### config.mk
export PLATFORM = sky130hd
export DESIGN_NAME = periodic_task_tick_scheduler_core
export DESIGN_NICKNAME = d
export VERILOG_FILES = /design/src/sv/ptts_pkg.sv /design/src/sv/periodic_task_tick_scheduler_core.sv /design/src/sv/ptts_ram.sv /design/src/sv/ptts_rsp_reg.sv
export SDC_FILE = /design/constraint.sdc
export NUM_CORES = 1
export LEC_CHECK = 0
export CAP_MARGIN = 20
export CORE_MARGIN = 10
export CORE_UTILIZATION = 55
export DETAILED_ROUTE_END_ITERATION = 6
export DONT_BUFFER_PORTS = 1
export GPL_ROUTABILITY_DRIVEN = 0
export PLACE_DENSITY = 0.81
export SYNTH_ARGS = -nofsm -noshare
export SYNTH_HDL_FRONTEND = slang
export SYNTH_SLANG_ARGS = --single-unit
### constraint.sdc
create_clock -name clock -period 8.5 [get_ports clock]
set_input_delay 0.425 -clock clock [delete_from_list [all_inputs] [get_ports clock]]
set_output_delay 0.425 -clock clock [all_outputs]
set_load 0.01 [all_outputs]
### src/sv/ptts_pkg.sv
// ----------------------------------------------------------------------------
// ptts_pkg
// Shared types and constants of the periodic task tick scheduler.
// ----------------------------------------------------------------------------
`default_nettype none

package ptts_pkg;

   // Slot table geometry (slot number is the task priority)
   localparam int NUM_SLOTS  = 8;
   localparam int IDX_W      = (NUM_SLOTS > 1) ? $clog2(NUM_SLOTS) : 1;
   localparam int CNT_W      = IDX_W + 1;

   // Field widths
   localparam int OPCODE_W   = 3;
   localparam int TASK_W     = 8;
   localparam int PERIOD_W   = 16;
   localparam int DELAY_W    = 8;
   localparam int FIRED_IDX_W = 6;
   localparam int WORD_W     = 2 * PERIOD_W;

   // At most this many due tasks are reported per tick
   localparam int RESULT_CAP = 8;
   localparam int REP_W      = $clog2(RESULT_CAP + 1);

   typedef enum logic [OPCODE_W-1:0] {
      OP_TICK     = 3'd0,
      OP_CREATE   = 3'd1,
      OP_DELETE   = 3'd2,
      OP_ACTIVATE = 3'd3,
      OP_SUSPEND  = 3'd4
   } opcode_type;

   typedef enum logic [1:0] {
      ST_OK           = 2'd0,
      ST_REJECT       = 2'd1,
      ST_NULL_HANDLER = 2'd2
   } status_type;

   typedef enum logic [1:0] {
      S_IDLE,
      S_CMD,
      S_WALK,
      S_FLUSH
   } state_type;

   typedef struct packed {
      status_type             status;
      logic                   fired;
      logic [FIRED_IDX_W-1:0] fired_index;
      logic                   last;
   } rsp_item_type;

endpackage

`default_nettype wire

### src/sv/periodic_task_tick_scheduler_core.sv
// ----------------------------------------------------------------------------
// periodic_task_tick_scheduler_core
// Time-triggered cooperative scheduler: slot table with tick walk.
// ----------------------------------------------------------------------------
// Commands (create, delete, activate, suspend) take one input transfer and
// give one result: the slot is read from RAM, then the result goes to the
// output register once it is free. A tick reads the period/countdown RAM
// one slot per cycle while the result side does not stall. Each due task
// is reported as one result with the slot number (at most eight per tick,
// last one flagged by tlast); a tick with nothing due reports one result
// with fired low. Only one input item is in work at a time.
`default_nettype none

module periodic_task_tick_scheduler_core (
   input  wire logic        clock,
   input  wire logic        reset,
   input  wire logic        req_tvalid,
   output logic             req_tready,
   // [7:0] task_index, [23:8] period, [31:24] first_delay, [32] handler_given
   input  wire logic [39:0] req_tdata,
   input  wire logic [2:0]  req_tuser,   // [2:0] opcode
   output logic             rsp_tvalid,
   input  wire logic        rsp_tready,
   output logic [7:0]       rsp_tdata,   // [1:0] status, [7:2] fired_index
   output logic             rsp_tuser,   // [0] fired
   output logic             rsp_tlast
);
   import ptts_pkg::*;

   // Input field view
   logic [TASK_W-1:0]   req_task_index;
   logic [PERIOD_W-1:0] req_period;
   logic [DELAY_W-1:0]  req_first_delay;
   logic                req_handler;

   assign req_task_index  = req_tdata[7:0];
   assign req_period      = req_tdata[23:8];
   assign req_first_delay = req_tdata[31:24];
   assign req_handler     = req_tdata[32];

   // Control and slot flags
   state_type           state_ff, state_in;
   logic [OPCODE_W-1:0] cmd_op_ff, cmd_op_in;
   logic [TASK_W-1:0]   cmd_idx_ff, cmd_idx_in;
   logic [PERIOD_W-1:0] cmd_per_ff, cmd_per_in;
   logic [DELAY_W-1:0]  cmd_dly_ff, cmd_dly_in;
   logic                cmd_hnd_ff, cmd_hnd_in;
   logic [NUM_SLOTS-1:0] occ_ff, occ_in;
   logic [NUM_SLOTS-1:0] act_ff, act_in;
   logic [NUM_SLOTS-1:0] wok_ff, wok_in;
   logic [CNT_W-1:0]    rd_cnt_ff, rd_cnt_in;
   logic [IDX_W-1:0]    p1_idx_ff, p1_idx_in;
   logic                pend_valid_ff, pend_valid_in;
   logic [IDX_W-1:0]    pend_idx_ff, pend_idx_in;
   logic [REP_W-1:0]    rep_cnt_ff, rep_cnt_in;

   // RAM port signals
   logic              ram_wr_en, ram_rd_en;
   logic [IDX_W-1:0]  ram_wr_addr, ram_rd_addr;
   logic [WORD_W-1:0] ram_wr_data, ram_rd_data;

   // Result side
   logic         rsp_load;
   logic         out_free;
   rsp_item_type rsp_item;

   // Working values
   logic [IDX_W-1:0]    slot_sel;
   logic [WORD_W-1:0]   slot_word;
   logic [PERIOD_W-1:0] slot_period, slot_cd;
   logic                cmd_in_range, cmd_slot_ok;
   status_type          cmd_status;
   logic                walk_act, walk_fire, walk_report, walk_push, walk_stall;

   ptts_ram #(
      .WIDTH (WORD_W),
      .DEPTH (NUM_SLOTS)
   ) u_slot_ram (
      .clock   (clock),
      .wr_en   (ram_wr_en),
      .wr_addr (ram_wr_addr),
      .wr_data (ram_wr_data),
      .rd_en   (ram_rd_en),
      .rd_addr (ram_rd_addr),
      .rd_data (ram_rd_data)
   );

   ptts_rsp_reg u_rsp_reg (
      .clock      (clock),
      .reset      (reset),
      .load       (rsp_load),
      .item       (rsp_item),
      .out_free   (out_free),
      .rsp_tvalid (rsp_tvalid),
      .rsp_tready (rsp_tready),
      .rsp_tdata  (rsp_tdata),
      .rsp_tuser  (rsp_tuser),
      .rsp_tlast  (rsp_tlast)
   );

   // Read data of the slot under work; never-written entries read as zero
   assign slot_sel    = (state_ff == S_CMD) ? cmd_idx_ff[IDX_W-1:0] : p1_idx_ff;
   assign slot_word   = wok_ff[slot_sel] ? ram_rd_data : '0;
   assign slot_period = slot_word[WORD_W-1:PERIOD_W];
   assign slot_cd     = slot_word[PERIOD_W-1:0];

   // Command checks
   assign cmd_in_range = cmd_idx_ff < TASK_W'(NUM_SLOTS);
   assign cmd_slot_ok  = cmd_in_range && occ_ff[slot_sel];

   always_comb begin
      case (cmd_op_ff)
         OP_CREATE: begin
            if (!cmd_hnd_ff) begin
               cmd_status = ST_NULL_HANDLER;
            end else if (!cmd_in_range || occ_ff[slot_sel]) begin
               cmd_status = ST_REJECT;
            end else begin
               cmd_status = ST_OK;
            end
         end
         OP_DELETE, OP_ACTIVATE, OP_SUSPEND: begin
            cmd_status = cmd_slot_ok ? ST_OK : ST_REJECT;
         end
         default: begin
            cmd_status = ST_REJECT;
         end
      endcase
   end

   // Tick walk: decide fire/decrement for the slot whose data is back
   assign walk_act    = act_ff[p1_idx_ff];
   assign walk_fire   = walk_act && (slot_cd == '0);
   assign walk_report = walk_fire && (rep_cnt_ff < REP_W'(RESULT_CAP));
   assign walk_push   = walk_report && pend_valid_ff;
   assign walk_stall  = walk_push && !out_free;

   // Next state, RAM access and result generation
   always_comb begin
      state_in      = state_ff;
      cmd_op_in     = cmd_op_ff;
      cmd_idx_in    = cmd_idx_ff;
      cmd_per_in    = cmd_per_ff;
      cmd_dly_in    = cmd_dly_ff;
      cmd_hnd_in    = cmd_hnd_ff;
      occ_in        = occ_ff;
      act_in        = act_ff;
      wok_in        = wok_ff;
      rd_cnt_in     = rd_cnt_ff;
      p1_idx_in     = p1_idx_ff;
      pend_valid_in = pend_valid_ff;
      pend_idx_in   = pend_idx_ff;
      rep_cnt_in    = rep_cnt_ff;
      ram_wr_en     = 1'b0;
      ram_wr_addr   = slot_sel;
      ram_wr_data   = '0;
      ram_rd_en     = 1'b0;
      ram_rd_addr   = '0;
      rsp_load      = 1'b0;
      rsp_item      = '{status: ST_OK, fired: 1'b0, fired_index: '0, last: 1'b1};
      req_tready    = (state_ff == S_IDLE);

      unique case (state_ff)
         S_IDLE: begin
            if (req_tvalid) begin
               cmd_op_in  = req_tuser;
               cmd_idx_in = req_task_index;
               cmd_per_in = req_period;
               cmd_dly_in = req_first_delay;
               cmd_hnd_in = req_handler;
               if (req_tuser == OP_TICK) begin
                  // Start the walk with a read of slot zero
                  ram_rd_en     = 1'b1;
                  ram_rd_addr   = '0;
                  p1_idx_in     = '0;
                  rd_cnt_in     = CNT_W'(1);
                  pend_valid_in = 1'b0;
                  rep_cnt_in    = '0;
                  state_in      = S_WALK;
               end else begin
                  // Fetch the addressed slot for read-modify-write
                  ram_rd_en   = req_task_index < TASK_W'(NUM_SLOTS);
                  ram_rd_addr = req_task_index[IDX_W-1:0];
                  state_in    = S_CMD;
               end
            end
         end

         S_CMD: begin
            if (out_free) begin
               rsp_load        = 1'b1;
               rsp_item.status = cmd_status;
               state_in        = S_IDLE;
               if (cmd_status == ST_OK) begin
                  case (cmd_op_ff)
                     OP_CREATE: begin
                        occ_in[slot_sel] = 1'b1;
                        act_in[slot_sel] = 1'b0;
                        wok_in[slot_sel] = 1'b1;
                        ram_wr_en        = 1'b1;
                        ram_wr_data      = {cmd_per_ff, {(PERIOD_W-DELAY_W){1'b0}}, cmd_dly_ff};
                     end
                     OP_DELETE: begin
                        // Clear period, keep countdown
                        occ_in[slot_sel] = 1'b0;
                        act_in[slot_sel] = 1'b0;
                        wok_in[slot_sel] = 1'b1;
                        ram_wr_en        = 1'b1;
                        ram_wr_data      = {{PERIOD_W{1'b0}}, slot_cd};
                     end
                     OP_ACTIVATE: begin
                        act_in[slot_sel] = 1'b1;
                     end
                     OP_SUSPEND: begin
                        act_in[slot_sel] = 1'b0;
                     end
                     default: begin
                     end
                  endcase
               end
            end
         end

         S_WALK: begin
            if (!walk_stall) begin
               // Reload or count down the active slot
               if (walk_act) begin
                  ram_wr_en           = 1'b1;
                  ram_wr_addr         = p1_idx_ff;
                  ram_wr_data         = {slot_period,
                                         walk_fire ? slot_period : slot_cd - PERIOD_W'(1)};
                  wok_in[p1_idx_ff]   = 1'b1;
               end
               // Release the held due task, hold the new one
               if (walk_push) begin
                  rsp_load             = 1'b1;
                  rsp_item.fired       = 1'b1;
                  rsp_item.fired_index = FIRED_IDX_W'(pend_idx_ff);
                  rsp_item.last        = 1'b0;
               end
               if (walk_report) begin
                  pend_valid_in = 1'b1;
                  pend_idx_in   = p1_idx_ff;
                  rep_cnt_in    = rep_cnt_ff + REP_W'(1);
               end
               // Advance to the next slot or finish
               if (rd_cnt_ff < CNT_W'(NUM_SLOTS)) begin
                  ram_rd_en   = 1'b1;
                  ram_rd_addr = rd_cnt_ff[IDX_W-1:0];
                  p1_idx_in   = rd_cnt_ff[IDX_W-1:0];
                  rd_cnt_in   = rd_cnt_ff + CNT_W'(1);
               end else begin
                  state_in = S_FLUSH;
               end
            end
         end

         S_FLUSH: begin
            // Emit the held due task as final, or the none-fired result
            if (out_free) begin
               rsp_load = 1'b1;
               if (pend_valid_ff) begin
                  rsp_item.fired       = 1'b1;
                  rsp_item.fired_index = FIRED_IDX_W'(pend_idx_ff);
               end
               state_in = S_IDLE;
            end
         end

         default: begin
            state_in = S_IDLE;
         end
      endcase
   end

   // Control state and slot flags
   always_ff @(posedge clock) begin
      if (reset) begin
         state_ff      <= S_IDLE;
         occ_ff        <= '0;
         act_ff        <= '0;
         wok_ff        <= '0;
         pend_valid_ff <= 1'b0;
         rep_cnt_ff    <= '0;
         rd_cnt_ff     <= '0;
      end else begin
         state_ff      <= state_in;
         occ_ff        <= occ_in;
         act_ff        <= act_in;
         wok_ff        <= wok_in;
         pend_valid_ff <= pend_valid_in;
         rep_cnt_ff    <= rep_cnt_in;
         rd_cnt_ff     <= rd_cnt_in;
      end
   end

   // Command and walk payload
   always_ff @(posedge clock) begin
      cmd_op_ff   <= cmd_op_in;
      cmd_idx_ff  <= cmd_idx_in;
      cmd_per_ff  <= cmd_per_in;
      cmd_dly_ff  <= cmd_dly_in;
      cmd_hnd_ff  <= cmd_hnd_in;
      p1_idx_ff   <= p1_idx_in;
      pend_idx_ff <= pend_idx_in;
   end

endmodule

`default_nettype wire

### src/sv/ptts_ram.sv
// ----------------------------------------------------------------------------
// ptts_ram
// Generic single-write, single-read RAM with a registered read port.
// ----------------------------------------------------------------------------
`default_nettype none

module ptts_ram #(
   parameter int WIDTH = 32,
   parameter int DEPTH = 8,
   localparam int ADDR_W = (DEPTH > 1) ? $clog2(DEPTH) : 1
) (
   input  wire logic              clock,
   input  wire logic              wr_en,
   input  wire logic [ADDR_W-1:0] wr_addr,
   input  wire logic [WIDTH-1:0]  wr_data,
   input  wire logic              rd_en,
   input  wire logic [ADDR_W-1:0] rd_addr,
   output logic      [WIDTH-1:0]  rd_data
);

   logic [WIDTH-1:0] mem_ff [DEPTH];
   logic [WIDTH-1:0] rd_data_ff;

   // Write port
   always_ff @(posedge clock) begin
      if (wr_en) begin
         mem_ff[wr_addr] <= wr_data;
      end
   end

   // Read port, hold data while not enabled
   always_ff @(posedge clock) begin
      if (rd_en) begin
         rd_data_ff <= mem_ff[rd_addr];
      end
   end

   assign rd_data = rd_data_ff;

endmodule

`default_nettype wire

### src/sv/ptts_rsp_reg.sv
// ----------------------------------------------------------------------------
// ptts_rsp_reg
// Output register of the result stream; takes a new item when empty or
// when the current one transfers.
// ----------------------------------------------------------------------------
`default_nettype none

module ptts_rsp_reg (
   input  wire logic                  clock,
   input  wire logic                  reset,
   input  wire logic                  load,
   input  wire ptts_pkg::rsp_item_type item,
   output logic                       out_free,
   output logic                       rsp_tvalid,
   input  wire logic                  rsp_tready,
   output logic [7:0]                 rsp_tdata,  // [1:0] status, [7:2] fired_index
   output logic                       rsp_tuser,  // [0] fired
   output logic                       rsp_tlast
);
   import ptts_pkg::*;

   logic         valid_ff;
   logic         valid_in;
   rsp_item_type item_ff;

   assign out_free = !valid_ff || rsp_tready;

   // Valid flag: set on load, clear once transferred
   always_comb begin
      valid_in = valid_ff;
      if (load) begin
         valid_in = 1'b1;
      end else if (rsp_tready) begin
         valid_in = 1'b0;
      end
   end

   always_ff @(posedge clock) begin
      if (reset) begin
         valid_ff <= 1'b0;
      end else begin
         valid_ff <= valid_in;
      end
   end

   // Payload
   always_ff @(posedge clock) begin
      if (load) begin
         item_ff <= item;
      end
   end

   assign rsp_tvalid = valid_ff;
   assign rsp_tdata  = {item_ff.fired_index, item_ff.status};
   assign rsp_tuser  = item_ff.fired;
   assign rsp_tlast  = item_ff.last;

endmodule

`default_nettype wire

==> impl_metrics.csv <==
group,metric,value,unit
status,outcome,"complete, no violations",
synthesis,synthMuxAreaShare,0.0144,
synthesis,postSynth.asyncResetShare,0,
setup_path,cp_slowest_cell,"and3_2",
synthesis,synth-xor-area-share,0.00520,
power,swShare,0.236,
detailed_routing,drtAntennaViolNets,0,
synthesis,synthAdderAreaFrac,0.00595,
synthesis,ys_seq_elements,373,
setup_path,cp.arrival,5.82,ns
clocking,root_buffer,"clkbuf_16",
detailed_routing,highest_layer,"met4",
power,comb_power_share,0.083,
synthesis,synth_area,16800,um^2
clocking,cts_setup_buffers,0,
clocking,post_cts_resized,0,
synthesis,synth_area_per_cell,13.1,um^2
floorplan,io_pins,59,
synthesis,ys.warnings.count,0,
synthesis,synth-compound-area-share,0.195,
synthesis,ys_types,71,
sta,fin_crit_sh,0.668,
detailed_routing,drt-met1-wl,16700,um
grt,grt_overflow,0,
clocking,clock-sinks,373,
sta,rsz0062_at_grt,"false",
sta,drv_slew,0,
floorplan,rows,63,
setup_path,slowest_delay,0.99,ns
sta,worstMarginPinSlew,1.17,ns
setup_path,ff2ff_path_depth,14,
place,dp_cells,1588,
clocking,clkLatencyLatePin,0.54,ns
clocking,clock_path_buffers,3,
synthesis,syn_inst,1285,
synthesis,yosys.area_share.simple,0.0998,
setup_path,path_cells,"inv_1 -> ha_1 -> mux2i_1 -> nand2_1 -> a32oi_1 -> and2_1 -> nand2_1 -> ha_1 -> nand2_4 -> nor2_1 -> o21ai_2 -> nand3_1 -> o22ai_1 -> and3_2",
sta,max_clock_freq,176,MHz
detailed_routing,drc,0,
cells_and_area,final_cells,1695,
synthesis,synth_top_area_share,0.601,
setup_path,crit_path_end_kind,"register",
grt,grt_pass1_wl,64500,um
clocking,clk_pin_slew,0.06,ns
floorplan,die_h,195,um
floorplan,die_w,195,um
setup_path,cp-start-kind,"register",
flow_run,timing.max_cap.violations,0,
min_path,holdPathEnd,"state_ff[0]",
sta,maxSlewHeadroom,0.219,
detailed_routing,wl_met3,4630,um
power,power,4.00,mW
synthesis,seq_area_frac_synth,0.644,
setup_path,r2r_slack,2.82,ns
setup_path,worst-path-buf-inv,1,
setup_path,critical_path.top_delay_family,"simple AND/OR/NAND/NOR gates",
min_path,min_path_cells,1,
cells_and_area,drive_above_1_share,0.0797,
min_path,min-delay-start,"reset",
clocking,cts_tree,"built",
grt,grt_max_degree,109,
floorplan,die_area,38000,um^2
sta,period_minus_slack,5.68,ns
cells_and_area,area_delta_synth_final,10.8,%
setup_path,timing.rr.start,"state_ff[1]",
setup_path,path_depth,14,
power,clkPwrFrac,0.403,
detailed_routing,drtIter0Drc,1568,
synthesis,synth_largest_area_cell,"edfxtp_1",
power,p_leak,6.45,nW
cells_and_area,num_antenna_cells,0,
clocking,cts_inserted_buffers,39,
power,p_switching,0.943,mW
grt,antenna_found_initial,0,
cells_and_area,n_fill_cell,2149,
clocking,ctsHtreeMaxLevel,2,
place,port_buffers,0,
floorplan,placeableCoreArea,30000,um^2
synthesis,synth_top_family_by_area,"compound AO/OA/AOI/OAI gates",
detailed_routing,post_drt_via_cell_ratio,6.82,
setup_path,critical_path_peak_fanout,32,
sta,fin_skew,0.0163,ns
grt,grt_pass1_vias,11000,
setup_path,path_class,"reg -> reg",
detailed_routing,finalWirelength,42300,um
synthesis,synthTopCellsByArea,"edfxtp_1 60%, o21a_1 6.2%, a211oi_1 6.0%",
power,power_density,214,nW/um^2
grt,grt_usage,0.213,
power,p_int,3.05,mW
synthesis,synth_edf_count,337,
sta,setup_violations,0,
power,seq_power_share,0.514,
sta,fin_setup_tns,0,ns
setup_path,cp.required,8.64,ns
place,detailed_place_hpwl,23100,um
sta,hold_slack,0.0188,ns
min_path,hp-class,"in -> reg",
detailed_routing,drt_first_pass_iters,5,
synthesis,synthFlopType,"edfxtp_1",
setup_path,r2r-end,"u_slot_ram.mem_ff[4][2]",
detailed_routing,dr_wl_met2,19900,um
sta,hold_viol,0,
cells_and_area,fin_nets,1335,
detailed_routing,detail_route.wl_per_cell,25.0,um
power,peakVddDrop,0.000207,V
detailed_routing,vias,11600,
floorplan,initial_core_util,0.562,
per-stage QoR:
| step | utilization | area [um^2] | setup WS [ns] |
|---|---|---|---|
| detailed placement | 0.569 | 17000 | 2.94 |
| global placement | 0.569 | 17000 | 3.08 |
| CTS | 0.621 | 18600 | 2.90 |
| floorplan | - | 16800 | 3.70 |
| finish | 0.622 | 18600 | 2.82 |
| global route | 0.622 | 18600 | 2.52 |
logic make-up (layout without fill, tap and decap cells):
logic type	after synthesis	after routing
adders and majority gates	8	8
muxes	22	22
other	1	3
and+or+nand+nor	291	291
buffers and inverters	126	144
DFF	373	373
xor gates and xnor gates	10	10
AOI/OAI and AO/OA	454	454
sequential cells by signal (all words and copies together), names as in the netlist, named ones only:
name / cells
u_slot_ram.mem_ff: 256
cmd_idx_ff: 8
u_rsp_reg.rsp_tvalid: 1
wok_ff: 8
state_ff: 2
u_rsp_reg.rsp_tlast: 1
pend_idx_ff: 3
rd_cnt_ff: 4
p1_idx_ff: 3
cmd_dly_ff: 8
u_rsp_reg.rsp_tdata: 5
cmd_hnd_ff: 1
rep_cnt_ff: 4
pend_valid_ff: 1
u_rsp_reg.rsp_tuser: 1
cmd_per_ff: 16
u_slot_ram.rd_data: 32
cmd_op_ff: 3
worst max path at each step:
stage	from	to	slack, ns
2_1_floorplan	state_ff[1]	u_slot_ram.rd_data[0]	3.70
3_3_place_gp	state_ff[1]	u_slot_ram.mem_ff[2][18]	3.08
3_5_place_dp	state_ff[1]	u_slot_ram.mem_ff[2][18]	2.94
4_1_cts	state_ff[1]	u_slot_ram.mem_ff[2][2]	2.90
5_1_grt	state_ff[1]	u_slot_ram.mem_ff[2][5]	2.52
6_report	state_ff[1]	u_slot_ram.mem_ff[4][2]	2.82
area by class of cell:
class                      count  area, um^2  share of cell area
inverter                      19        71.3             0.00382
multi-input combinational    788        5500               0.295
clock buffer                  52        1040              0.0560
timing repair buffer          59         558              0.0299
clock inverter                14         141             0.00758
sequential                   373       10800               0.581
tap                          390         488              0.0262
power groups by stage:
| stage | Clock, mW | Combinational, mW | Sequential [mW] |
|---|---|---|---|
| after floorplan | 0 | 0.228 | 2.07 |
| after global placement | 0 | 0.295 | 2.09 |
| after detailed placement | 0 | 0.303 | 2.09 |
| after CTS | 1.62 | 0.321 | 2.05 |
| after global routing | 1.69 | 0.356 | 2.05 |
| final | 1.61 | 0.333 | 2.05 |
routing by layer:
layer	GRT usage	up-vias
met4	0.0648	0
met3	0.0435	110
li1	-	5067
met5	0	-
met2	0.339	716
met1	0.289	5663
cells in the mapped netlist (4+ instances only):
library cell,n
clkbuf_1,63
buf_4,11
a22o_1,17
and3_1,9
o21a_1,138
nand2_1,51
mux2i_1,16
o22a_1,4
a32oi_1,4
o31ai_1,14
nand3_1,12
edfxtp_1,337
buf_6,7
a21oi_1,38
nor2_1,36
a22oi_1,8
nor4_1,36
ha_1,8
a41oi_1,4
nor3_1,18
nor2b_1,15
or3_1,7
and2_1,13
o22ai_1,14
nor3b_1,65
buf_2,23
xnor2_1,8
dfxtp_1,36
inv_1,19
o21ai_0,43
nand2b_1,15
a211oi_1,134
worst reg2reg max path: stages (launching register included):
cell,delay (ns)
dfxtp_1,0.33
inv_1,0.10
ha_1,0.57
mux2i_1,0.59
nand2_1,0.11
a32oi_1,0.45
and2_1,0.26
nand2_1,0.12
ha_1,0.25
nand2_4,0.16
nor2_1,0.09
o21ai_2,0.16
nand3_1,0.59
o22ai_1,0.49
and3_2,0.99
layout by cell type, fill, tap and decap left out, types with 4 or more instances in the layout:
cell,n
o21a_1,138
a211oi_1,134
xnor2_1,8
a22o_1,17
and2_1,13
edfxtp_1,337
o22a_1,4
or3_1,7
dlygate4sd3_1,38
buf_4,19
ha_1,8
inv_1,18
mux2i_1,16
o22ai_1,13
a32oi_1,4
nor2_1,36
clkinv_1,4
a21oi_1,37
clkbuf_1,11
clkbuf_16,39
nand2_1,51
nor2b_1,15
nand3_1,12
nor4_1,36
and3_2,8
clkinv_2,4
nor3b_1,65
o21ai_0,43
o31ai_1,14
nor3_1,18
dfxtp_1,36
a22oi_1,7
nand2b_1,15
what timing repair did:
item / in CTS / in global routing
setup endpoints to repair: 0 / 0
endpoints found under the hold margin: 50 / 0
hold buffers: 38 / 0
No activity file was read; power rests on OpenSTA's default activity.
